--- src/rtl/asg_pkg.sv ---
// Shared constants for the audio silence gate: register indexes, reset values, default sizes.
package asg_pkg;

   localparam int WINDOW_LEN_DEF = 64;

   localparam int SAMPLE_W  = 16;
   localparam int THRESH_W  = 15;
   localparam int HOLD_W    = 16;
   localparam int CSR_IDX_W = 8;
   localparam int CSR_DAT_W = 16;
   localparam int RSP_DAT_W = 40;

   localparam logic [CSR_IDX_W-1:0] CSR_THRESHOLD = 8'd0;
   localparam logic [CSR_IDX_W-1:0] CSR_HOLD      = 8'd1;

   localparam logic [THRESH_W-1:0] THRESHOLD_RST = 15'd4915;
   localparam logic [HOLD_W-1:0]   HOLD_RST      = 16'd8;

endpackage

--- src/rtl/audio_silence_gate_with_hold.sv ---
// Silence gate with hold: window store, running sum, window scan and decision sequencer.
//
//   channel  dir  handshake               word
//   req      in   req_tvalid/req_tready   sample
//   rsp      out  rsp_tvalid/rsp_tready   ready_res, silent, window_mean, window_range
//   csr      in   csr_valid/csr_ready     csr_index, csr_data
//
// A word is accepted only in idle, and the next one only after its result is loaded: an update
// step, the window walked through the single read port of the window store, one entry a
// cycle, then one step each to finish the last compare, decide and load the output register.
// The mean comes from a constant reciprocal multiply. Start-up words go from the update
// straight to the output register and give an all-zero result.
// Reset is synchronous and clears all control state; the window store is not cleared,
// a fill count stands in for its zero reset. A stalled result holds in the output register
// while the next word is accepted; the sequencer waits only if that register is still full.
module audio_silence_gate_with_hold #(
   parameter int WINDOW_LEN = asg_pkg::WINDOW_LEN_DEF
) (
   input  logic                           clock,
   input  logic                           reset,
   input  logic                           req_tvalid,
   output logic                           req_tready,
   input  logic [asg_pkg::SAMPLE_W-1:0]   req_tdata,   // [15:0] sample
   output logic                           rsp_tvalid,
   input  logic                           rsp_tready,
   output logic [asg_pkg::RSP_DAT_W-1:0]  rsp_tdata,   // [0] ready_res, [1] silent,
                                                       // [17:2] window_mean,
                                                       // [33:18] window_range, [39:34] zero
   input  logic                           csr_valid,
   output logic                           csr_ready,
   input  logic [asg_pkg::CSR_IDX_W-1:0]  csr_index,
   input  logic [asg_pkg::CSR_DAT_W-1:0]  csr_data
);

   localparam int LOG_N = $clog2(WINDOW_LEN);
   localparam int AW    = LOG_N;
   localparam int SUM_W = 16 + LOG_N;
   localparam int SC_W  = $clog2(WINDOW_LEN + 2);
   localparam int PRD_W = 15 + LOG_N;
   localparam int REC_K = SUM_W + LOG_N;
   localparam int MUL_W = 2 * SUM_W + 1;

   localparam logic [AW-1:0]    LAST_ADDR = AW'(WINDOW_LEN - 1);
   localparam logic [SC_W-1:0]  FILL_N    = SC_W'(WINDOW_LEN);
   localparam logic [SUM_W-1:0] DIV_OFS   = SUM_W'(WINDOW_LEN * 32768);
   localparam logic [SUM_W:0]   REC_M     = (SUM_W + 1)'(((64'd1 << REC_K)
                                            + 64'(WINDOW_LEN) - 64'd1) / 64'(WINDOW_LEN));
   localparam logic [PRD_W-1:0] PRD_N     = PRD_W'(WINDOW_LEN);

   localparam logic [2:0] S_IDLE  = 3'd0;
   localparam logic [2:0] S_UPD   = 3'd1;
   localparam logic [2:0] S_SCAN  = 3'd2;
   localparam logic [2:0] S_DRAIN = 3'd3;
   localparam logic [2:0] S_EVAL  = 3'd4;
   localparam logic [2:0] S_DONE  = 3'd6;

   logic signed [15:0] mem [WINDOW_LEN];
   logic signed [15:0] rd_data_ff;
   logic [AW-1:0]      rd_addr;
   logic               mem_we;

   logic [2:0]                   state_ff, state_in;
   logic signed [15:0]           sample_ff, sample_in;
   logic [AW-1:0]                wp_ff, wp_in;
   logic [AW-1:0]                scan_ff, scan_in;
   logic [SC_W-1:0]              startup_ff, startup_in;
   logic signed [SUM_W-1:0]      sum_ff, sum_in;
   logic signed [15:0]           mx_ff, mx_in, mn_ff, mn_in;
   logic                         cmp_vld_ff, cmp_vld_in;
   logic [asg_pkg::HOLD_W-1:0]   hold_ff, hold_in;
   logic                         silent_ff, silent_in;
   logic                         res_ready_ff, res_ready_in;
   logic                         res_silent_ff, res_silent_in;
   logic [15:0]                  range_ff, range_in;
   logic [15:0]                  quo_ff, quo_in;
   logic [asg_pkg::THRESH_W-1:0] threshold_ff;
   logic [asg_pkg::HOLD_W-1:0]   hold_count_ff;
   logic                         rsp_valid_ff, rsp_valid_in;
   logic [asg_pkg::RSP_DAT_W-1:0] rsp_data_ff, rsp_data_in;

   logic signed [15:0]      old_val;
   logic [16:0]             diff;
   logic [PRD_W-1:0]        thr_prod;
   logic                    cand;
   logic [SUM_W-1:0]        div_u;
   logic [MUL_W-1:0]        div_p;
   logic                    rsp_free;

   assign req_tready = (state_ff == S_IDLE);
   assign rsp_tvalid = rsp_valid_ff;
   assign rsp_tdata  = rsp_data_ff;
   assign csr_ready  = 1'b1;

   assign rd_addr  = (state_ff == S_SCAN) ? scan_ff : wp_ff;
   assign mem_we   = (state_ff == S_UPD);
   assign rsp_free = !rsp_valid_ff || rsp_tready;

   assign old_val  = (startup_ff < FILL_N) ? 16'sd0 : rd_data_ff;
   assign diff     = {mx_ff[15], mx_ff} - {mn_ff[15], mn_ff};
   assign thr_prod = PRD_W'(threshold_ff) * PRD_N;
   assign cand     = (sum_ff < $signed({1'b0, thr_prod})) && (diff[15:0] < {1'b0, threshold_ff});
   assign div_u    = sum_ff + DIV_OFS;
   assign div_p    = MUL_W'(div_u) * MUL_W'(REC_M);

   always_ff @(posedge clock) begin
      if (mem_we) begin
         mem[wp_ff] <= sample_ff;
      end
      rd_data_ff <= mem[rd_addr];
   end

   always_comb begin
      state_in      = state_ff;
      sample_in     = sample_ff;
      wp_in         = wp_ff;
      scan_in       = scan_ff;
      startup_in    = startup_ff;
      sum_in        = sum_ff;
      mx_in         = mx_ff;
      mn_in         = mn_ff;
      cmp_vld_in    = 1'b0;
      hold_in       = hold_ff;
      silent_in     = silent_ff;
      res_ready_in  = res_ready_ff;
      res_silent_in = res_silent_ff;
      range_in      = range_ff;
      quo_in        = quo_ff;
      rsp_valid_in  = rsp_valid_ff && !rsp_tready;
      rsp_data_in   = rsp_data_ff;

      if (cmp_vld_ff) begin
         if (rd_data_ff > mx_ff) mx_in = rd_data_ff;
         if (rd_data_ff < mn_ff) mn_in = rd_data_ff;
      end

      unique case (state_ff)
         S_IDLE: begin
            if (req_tvalid) begin
               sample_in = $signed(req_tdata);
               state_in  = S_UPD;
            end
         end
         S_UPD: begin
            sum_in = sum_ff + SUM_W'(sample_ff) - SUM_W'(old_val);
            wp_in  = (wp_ff == LAST_ADDR) ? '0 : wp_ff + 1'b1;
            if (startup_ff <= FILL_N) begin
               startup_in   = startup_ff + 1'b1;
               res_ready_in = 1'b0;
               state_in     = S_DONE;
            end else begin
               res_ready_in = 1'b1;
               mx_in        = 16'sh8000;
               mn_in        = 16'sh7fff;
               scan_in      = '0;
               state_in     = S_SCAN;
            end
         end
         S_SCAN: begin
            cmp_vld_in = 1'b1;
            scan_in    = scan_ff + 1'b1;
            if (scan_ff == LAST_ADDR) state_in = S_DRAIN;
         end
         S_DRAIN: begin
            state_in = S_EVAL;
         end
         S_EVAL: begin
            range_in      = diff[15:0];
            res_silent_in = cand;
            if (!silent_ff && cand) begin
               if (hold_ff < hold_count_ff) begin
                  hold_in       = hold_ff + 1'b1;
                  res_silent_in = 1'b0;
               end else begin
                  hold_in = '0;
               end
            end
            silent_in = res_silent_in;
            quo_in    = div_p[REC_K +: 16];
            state_in  = S_DONE;
         end
         S_DONE: begin
            if (rsp_free) begin
               rsp_valid_in = 1'b1;
               if (res_ready_ff) begin
                  rsp_data_in = {6'd0, range_ff, quo_ff ^ 16'h8000, res_silent_ff, 1'b1};
               end else begin
                  rsp_data_in = '0;
               end
               state_in = S_IDLE;
            end
         end
         default: state_in = S_IDLE;
      endcase
   end

   always_ff @(posedge clock) begin
      if (reset) begin
         state_ff      <= S_IDLE;
         wp_ff         <= '0;
         startup_ff    <= '0;
         sum_ff        <= '0;
         cmp_vld_ff    <= 1'b0;
         hold_ff       <= '0;
         silent_ff     <= 1'b1;
         rsp_valid_ff  <= 1'b0;
         threshold_ff  <= asg_pkg::THRESHOLD_RST;
         hold_count_ff <= asg_pkg::HOLD_RST;
      end else begin
         state_ff     <= state_in;
         wp_ff        <= wp_in;
         startup_ff   <= startup_in;
         sum_ff       <= sum_in;
         cmp_vld_ff   <= cmp_vld_in;
         hold_ff      <= hold_in;
         silent_ff    <= silent_in;
         rsp_valid_ff <= rsp_valid_in;
         if (csr_valid) begin
            unique case (csr_index)
               asg_pkg::CSR_THRESHOLD: threshold_ff  <= csr_data[asg_pkg::THRESH_W-1:0];
               asg_pkg::CSR_HOLD:      hold_count_ff <= csr_data;
               default: ;
            endcase
         end
      end
   end

   always_ff @(posedge clock) begin
      sample_ff     <= sample_in;
      scan_ff       <= scan_in;
      mx_ff         <= mx_in;
      mn_ff         <= mn_in;
      res_ready_ff  <= res_ready_in;
      res_silent_ff <= res_silent_in;
      range_ff      <= range_in;
      quo_ff        <= quo_in;
      rsp_data_ff   <= rsp_data_in;
   end

`ifndef SYNTHESIS
   a_startup_zero: assert property (@(posedge clock) disable iff (reset)
      rsp_valid_ff && !rsp_data_ff[0] |-> rsp_data_ff[33:1] == '0)
      else $error("start-up result carries non-zero fields");

   a_one_in_flight: assert property (@(posedge clock) disable iff (reset)
      req_tvalid && req_tready |=> !req_tready)
      else $error("second word taken while one is in work");

   a_fill_bound: assert property (@(posedge clock) disable iff (reset)
      startup_ff <= FILL_N + 1'b1)
      else $error("fill count ran past the window");

   a_result_held: assert property (@(posedge clock) disable iff (reset)
      state_ff == S_DONE && rsp_valid_ff && !rsp_tready |=> state_ff == S_DONE)
      else $error("result dropped while output register full");
`endif

endmodule
--- config.mk ---
export PLATFORM = sky130hd
export DESIGN_NAME = audio_silence_gate_with_hold
export DESIGN_NICKNAME = d
export VERILOG_FILES = /design/src/rtl/asg_pkg.sv /design/src/rtl/audio_silence_gate_with_hold.sv
export SDC_FILE = /design/constraint.sdc
export NUM_CORES = 2
export LEC_CHECK = 0
export BUFFER_PORTS_ARGS = -buffer_cell sky130_fd_sc_hd__buf_2
export CORE_MARGIN = 2
export CORE_UTILIZATION = 50
export CTS_CLUSTER_DIAMETER = 60
export CTS_CLUSTER_SIZE = 24
export DETAILED_ROUTE_END_ITERATION = 8
export HOLD_SLACK_MARGIN = 0.08
export PLACE_DENSITY = 0.66
export RECOVER_POWER = 100
export SYNTH_ARGS = -nofsm -noshare
export SYNTH_HDL_FRONTEND = slang
export SYNTH_SLANG_ARGS = --single-unit
--- constraint.sdc ---
create_clock -name clock -period 8 [get_ports clock]
set_input_delay 0.4 -clock clock [delete_from_list [all_inputs] [get_ports clock]]
set_output_delay 0.4 -clock clock [all_outputs]
set_load 0.03 [all_outputs]
# After elaboration in Yosys (flattened, before gate mapping)
# Memories as Yosys holds them, arrays and structs flattened. A register that Yosys moved wholly into a read port is not among the register bits.
# Index checks and enable logic that the tools add are counted.
# word_totals
ff_bits	216
latchBits	0
ram_bits	1024
rom_bits	0
out_inout_bits	43
elab_cells	95
memories	1
# op_classes
n_addsub	8
n_mul	0
div_mod_pow	0
magnitude_cmp	7
n_eq_ne	12
n_shift	0
muxes	28
n_bitwise	1
reduce_logical	18
# memory_table
memory	words	word_bits	rd	rd_clocked_by_memory_dff	write_ports	line_no	rtl
mem	64	16	1	1	1	audio_silence_gate_with_hold.sv:57	logic signed [15:0] mem [WINDOW_LEN];
# ops
op	count
16-bit two-way mux	10
16-bit < comparator	2
22-bit by 16-bit adder with 22-bit output	1
22-bit adder (second input constant)	1
22-bit < comparator	1
22-bit by 16-bit subtractor with 22-bit output	1
6-bit two-way mux	3
3-bit one-hot mux with 6 select lines	1
16-bit by 1-bit adder with 16-bit output (second input constant)	1
16-bit greater-than comparator	1
16-bit by 15-bit < comparator with 1-bit output	1
16-bit subtractor	1
2-bit AND reduction	7
6-bit by 1-bit adder with 6-bit output (second input constant)	2
6-bit equality test (second input constant)	2
3-bit two-way mux	4
6-bit one-hot mux with 2 select lines	1
1-bit two-way mux	9
8-bit by 1-bit equality test with 1-bit output (second input constant)	1
8-bit zero test	1
7-bit by 1-bit adder with 7-bit output (second input constant)	1
7-bit <= comparator (second input constant)	1
7-bit < comparator (second input constant)	1
3-bit by 2-bit equality test with 1-bit output (second input constant)	2
11 further kinds	18

# Longest topological paths before layout
# depth
depth_word	5
ltp_mapped	22
ltp_nobuf	21

# Least setup slack after synthesis
# OpenSTA, ideal clock, no wires.
# synth_path
path_kind	register to register
from	register mx_ff[0]
to	register hold_ff[13] in the netlist's numbering
setup_time_ns	0.073
arrival_time_ns	4.049
t_required_ns	7.927
path_slack_ns	3.878
stages_incl_launch_ff	21
n_path_buf	1
synth_period_minus_slack_ns	4.122
cell_sequence	dfxtp_1 -> inv_1 -> ha_1 -> inv_1 -> fa_1 -> a21o_1 -> a21o_1 -> a21oi_1 -> o21ai_0 -> nor4b_1 -> o31a_1 -> nor2_1 -> xnor2_1 -> ha_1 -> a21oi_1 -> o21ai_0 -> nor4_2 -> o2111ai_1 -> buf_2 -> or4_1 -> a21oi_1
# synth_via
elab_chain_len	5
# synth_rtl
element	line_no	rtl
start, declared	audio_silence_gate_with_hold.sv:68	logic signed [15:0] mx_ff, mx_in, mn_ff, mn_in;
start signal, assigned	audio_silence_gate_with_hold.sv:230	mx_ff <= mx_in;
16-bit subtractor	audio_silence_gate_with_hold.sv:99	assign diff = {mx_ff[15], mx_ff} - {mn_ff[15], mn_ff};
net diff[14]	audio_silence_gate_with_hold.sv:82	logic [16:0] diff;
16-bit by 15-bit < comparator with 1-bit output	audio_silence_gate_with_hold.sv:101	assign cand = (sum_ff < $signed({1'b0, thr_prod})) && (diff[15:0] < {1'b0, threshold_ff});
1-bit logical AND	audio_silence_gate_with_hold.sv:101	
1-bit logical AND	audio_silence_gate_with_hold.sv:169	if (!silent_ff && cand) begin
2-bit AND reduction (no line)	-	
end signal, assigned	audio_silence_gate_with_hold.sv:214	hold_ff <= hold_in;
end, declared	audio_silence_gate_with_hold.sv:70	logic [asg_pkg::HOLD_W-1:0] hold_ff, hold_in;
# The timed path passes the listed nets, and every way through them passes these cells.
# A chain may end at the register's enable or synchronous reset.

# Worst setup path after layout
# layout_path
from	register state_ff[0]
to	register rd_data_ff[14] (read register of mem)
# layout_via
elab_chain_len	2
# layout_rtl
element	line_no	rtl
start, declared	audio_silence_gate_with_hold.sv:62	logic [2:0] state_ff, state_in;
start signal, assigned	audio_silence_gate_with_hold.sv:209	state_ff <= state_in;
3-bit by 2-bit equality test with 1-bit output	audio_silence_gate_with_hold.sv:94	assign rd_addr = (state_ff == S_SCAN) ? scan_ff : wp_ff;
6-bit two-way mux	audio_silence_gate_with_hold.sv:94	
end, declared	audio_silence_gate_with_hold.sv:58	logic signed [15:0] rd_data_ff;
# Every way passes these cells.

==> results.md <==
Synth:
- The post-synthesis xor/xnor area fraction is 0.006652.
- The synthesized instance count is ~3,000.
- The count of flip-flops with a built-in enable after synthesis is roughly 1,100.
- The Yosys step of the flow raised 0 warnings.
- Yosys attributes the largest share of cell area to edfxtp_1 (65%), mux4_2 (11%), dfxtp_1 (5.3%).
- Summed over all instances, the cell type with the most area after synthesis is edfxtp_1.
- For this run, the register share of the synthesized area comes to 0.7045.
- Of the post-synthesis cell area, the dominant cell type holds 0.6515.
- The synthesized-area fraction occupied by ao, oa, aoi and oai cells is 0.05931.
- The post-synth design cell area is 51,350 um2.
- The most used flip-flop cell after synthesis is edfxtp_1.
- Of the post-synthesis cell area, the part taken by muxes is 0.1194.
- Of the total synthesized cell area, the portion taken by full adders, half adders and majority gates is 0.03709.
- The number of different library cells used by synthesis comes to 73.
- The mean post-synth cell area is approximately 17 um2.
- Of all flip-flops after synthesis, the portion carrying an async set or reset was 0.
- The simple-gate share of the synthesized area is 0.04839.
- Counting flops and latches in the post-synthesis netlist gives 1,250.
- The main combinational cell family by area after synthesis is multiplexers.

Floorplan:
- The full die area is approximately 110,000 um2.
- The boundary pin count is 88.
- The initial utilization of the core area, before any placement, comes to 0.5040.
- The row count is between 100 and 150.
- The overall die width is between 300 and 400 um.
- The die outline height is between 300 and 400 um.
- The core region is roughly 100,000 um2.

Timing:
- The number of endpoints with negative hold slack in the final report was 0.
- Setup repair after global routing left no endpoint under its margin.
- In the finished design, the share of the clock period the worst path needs comes to 0.7877.
- The maximum clock rate is about 160 MHz.
- The setup TNS after final layout is 0 ns.
- For the pin with the worst max-slew slack, the measured transition is roughly 3.5 ns.
- The number of pins exceeding their max-slew limit in the final report is around 1,500.
- The setup-violating endpoint count in the final report is 0.
- The clock tree skew after final layout is 0.04703 ns.
- The minimum clock period is roughly 6.3 ns.
- The relative slew slack is -1.313.

Final layout:
- mem holds more flip-flops than any other register.
- Once layout is complete, the utilization of the core stands at 0.5584.
- The number of nets in the layout is roughly 3,300.
- The share of cells above drive strength 1 is 0.1584.
- The number of diodes added for antenna fixing is 0.
- Compared with the post-synthesis result, the final layout area differs by 10.81%.
- The flip-flop count of the largest register after layout is just over 1,000.

Power and ir drop:
- The switching power total is 7068 uW.
- The portion of total power attributed to combinational logic is 0.347.
- The switching part of the total power is 0.3488.
- Of the total power, the clock network draws 0.246.
- The maximum ir drop on the vdd rail is roughly 290 uV.
- The leakage power is 0.01920 uW.
- The total power per unit cell area is between 300 and 400 nW/um2.
- Of the total power, registers draw 0.407.
- Cell internal power was estimated by the tool at approximately 13,000 uW.

Setup path:
- Of all nets on the critical path, the largest fanout is ~80.
- The critical register-to-register path startpoint is state_ff[0].
- At the worst endpoint, the arrival time is ~7 ns.
- The startpoint type of the worst setup path is a flop.
- The launch point of the worst path is state_ff[0].
- The setup path with the least slack is of type reg2reg.
- Measured in cells, the most critical reg-to-reg path has a length of 9.
- The element type at the critical path end is a flop.
- The critical path data required time is 8.54 ns.

GRT:
- Across every metal layer, demand over resource in global routing totals 0.2274.
- The initial antenna violation count is 1.
- Global routing finished with a remaining overflow of 0.
- The largest net degree at the start of global routing is between 100 and 150.
- The global-route wire length before repair is 178.9 mm.
- The number of global-route vias before repair is ~28,000.

CTS:
- Clock latency on the worst-skew pair, taken at its later pin, is a little over 0.7 ns.
- The clock tree synthesis step divided the H-tree into 3 levels.
- After clock tree synthesis, the clock-pin slew on the worst setup and hold paths is 0.08 ns.
- The maximum root-to-sink buffer count is 3.
- TritonCTS built the clock tree.
- The number of buffers created by CTS is 92.
- In this run the post-CTS setup repair buffer count came out at 0.
- The CTS sink count is 1,250.
- The clock tree root buffer cell is clkbuf_16.

Route:
- For this run, design rule violations remaining after detail routing come to 0.
- The first TritonRoute pass finished after 7 iterations.
- In this run the remaining antenna-violating nets after routing total 0.
- The detail-routed net length per standard cell is roughly 26 um.
- The total length of routed wires is 119.6 mm.
- The number of vias per cell is about 6.1.
- The total number of vias is between 20,000 and 30,000.
- The count of routing violations after the opening detailed-route iteration is ~3,100.

Hold path:
- The startpoint identified for the worst hold timing path is rsp_tready.
- The path category of the worst min-delay check is in2reg.
- Along the worst hold path, the cell count comes to 3.

Place:
- The number of buffers inserted by port buffering is 80.
- The placer's final routability congestion estimate is 0.9199.
- The placed wire-length estimate after detailed placement is just over 70 mm.

Run status:
- The final reports fail on capacitance limit, slew limit.
- The flow ran to the end, but the final reports show violations.

Job:
- The number of maximum-capacitance constraint violations is 33.
-- critical path, cell delays in order (launching register included) --
cell,delay (ns)
dfxtp_1,0.48
nor2_1,0.09
nand2_1,0.63
mux2i_4,0.46
clkbuf_2,2.06
buf_12,0.53
mux4_2,0.58
a22o_1,0.32
a221oi_1,0.57
o221ai_1,0.22
-- what timing repair did --
| action | CTS | global route |
|---|---|---|
| hold buffers | 32 | 0 |
| endpoints found under the hold margin | 46 | 0 |
| gates resized for setup | 0 | 0 |
-- synthesized netlist by cell type (all sizes together), types with 8 or more instances --
cell	instances
a211o	9
a211oi	9
a21o	28
a21oi	82
a221oi	33
a22o	32
a22oi	81
a31oi	11
and2	51
buf	55
clkbuf	84
dfxtp	136
edfxtp	1114
fa	22
ha	117
inv	165
mux2i	32
mux4	256
nand2	119
nand2b	17
nand3	71
nand4	13
nor2	165
nor2b	8
nor3	25
o21a	10
o21ai	65
o221ai	16
o31ai	12
xnor2	26
xor2	13
-- cells in the final DEF, fill, tap and decap left out, types with 17 or more instances in the layout --
cell type,count
edfxtp_1,1114
mux4_2,256
inv_1,165
nor2_1,157
dfxtp_1,136
nand2_1,119
ha_1,117
clkbuf_1,115
clkbuf_16,94
a21oi_1,82
a22oi_1,81
nand3_1,71
o21ai_0,62
buf_2,41
a221oi_1,33
a22o_1,32
dlygate4sd3_1,32
and2_1,31
mux2i_1,30
a21o_1,28
xnor2_1,26
nor3_1,25
fa_1,22
and2_0,20
clkinv_8,19
nand2b_1,17
-- power groups by stage --
stage                     sequential (uW)  combinational (uW)  clock [uW]
after floorplan                      8340                4910           0
after global placement               8310                6920           0
after detailed placement             8330                7050           0
after CTS                            8180                7100        5060
after global routing                 8300                7690        5290
final                                8260                7030        4980
-- metal layers --
metal,part of all wire,vias to the layer above,track usage
met1,0.42,14471,0.3234
met3,0.072,163,0.03847
li1,-,12084,-
met5,0,-,0
met2,0.48,1112,0.3651
met4,0.029,0,0.06532
-- final cells by class --
| type | instances | area [um2] |
|---|---|---|
| well taps | 1368 | 1712 |
| flip-flops and latches | 1250 | 36170 |
| fillers | 7852 | 44990 |
| clock buffers | 97 | 2374 |
| repair buffers | 202 | 1102 |
| inverters | 165 | 619.3 |
| clock inverters | 72 | 942.2 |
| multi-input cells | 1428 | 13970 |
-- logic make-up (layout without fill, tap and decap cells) --
kind of cell / Yosys count / in the layout
simple gates: 519 / 519
mux: 292 / 292
flops: 1250 / 1250
xor+xnor: 39 / 39
buf+inv: 304 / 536
compound gates: 432 / 432
other cells: 2 / 7
fa+ha+maj: 139 / 139
-- stage by stage --
stage | setup slack, ns | area [um2] | total power, uW | hold WS (ns) | cells
floorplan | 3.878 | 51370 | 13260 | 0.4082 | 2982
CTS | 2.636 | 57350 | 20340 | 0.08180 | 4582
finish | 1.698 | 56900 | 20260 | 0.1383 | 4582
global route | 1.186 | 56900 | 21280 | 0.1176 | 4582
detailed placement | 2.681 | 53720 | 15380 | 0.4366 | 4381
global placement | 2.849 | 53720 | 15230 | 0.4292 | 4381
-- path summary, 6_finish.rpt --
path / slack [ns] / to
max: 1.70 / rd_data_ff[14]
min reg2reg: 0.45 / sum_ff[4]
max reg2reg: 1.70 / rd_data_ff[14]
min: 0.14 / rsp_tvalid
Power figures use the tool's default switching activity.
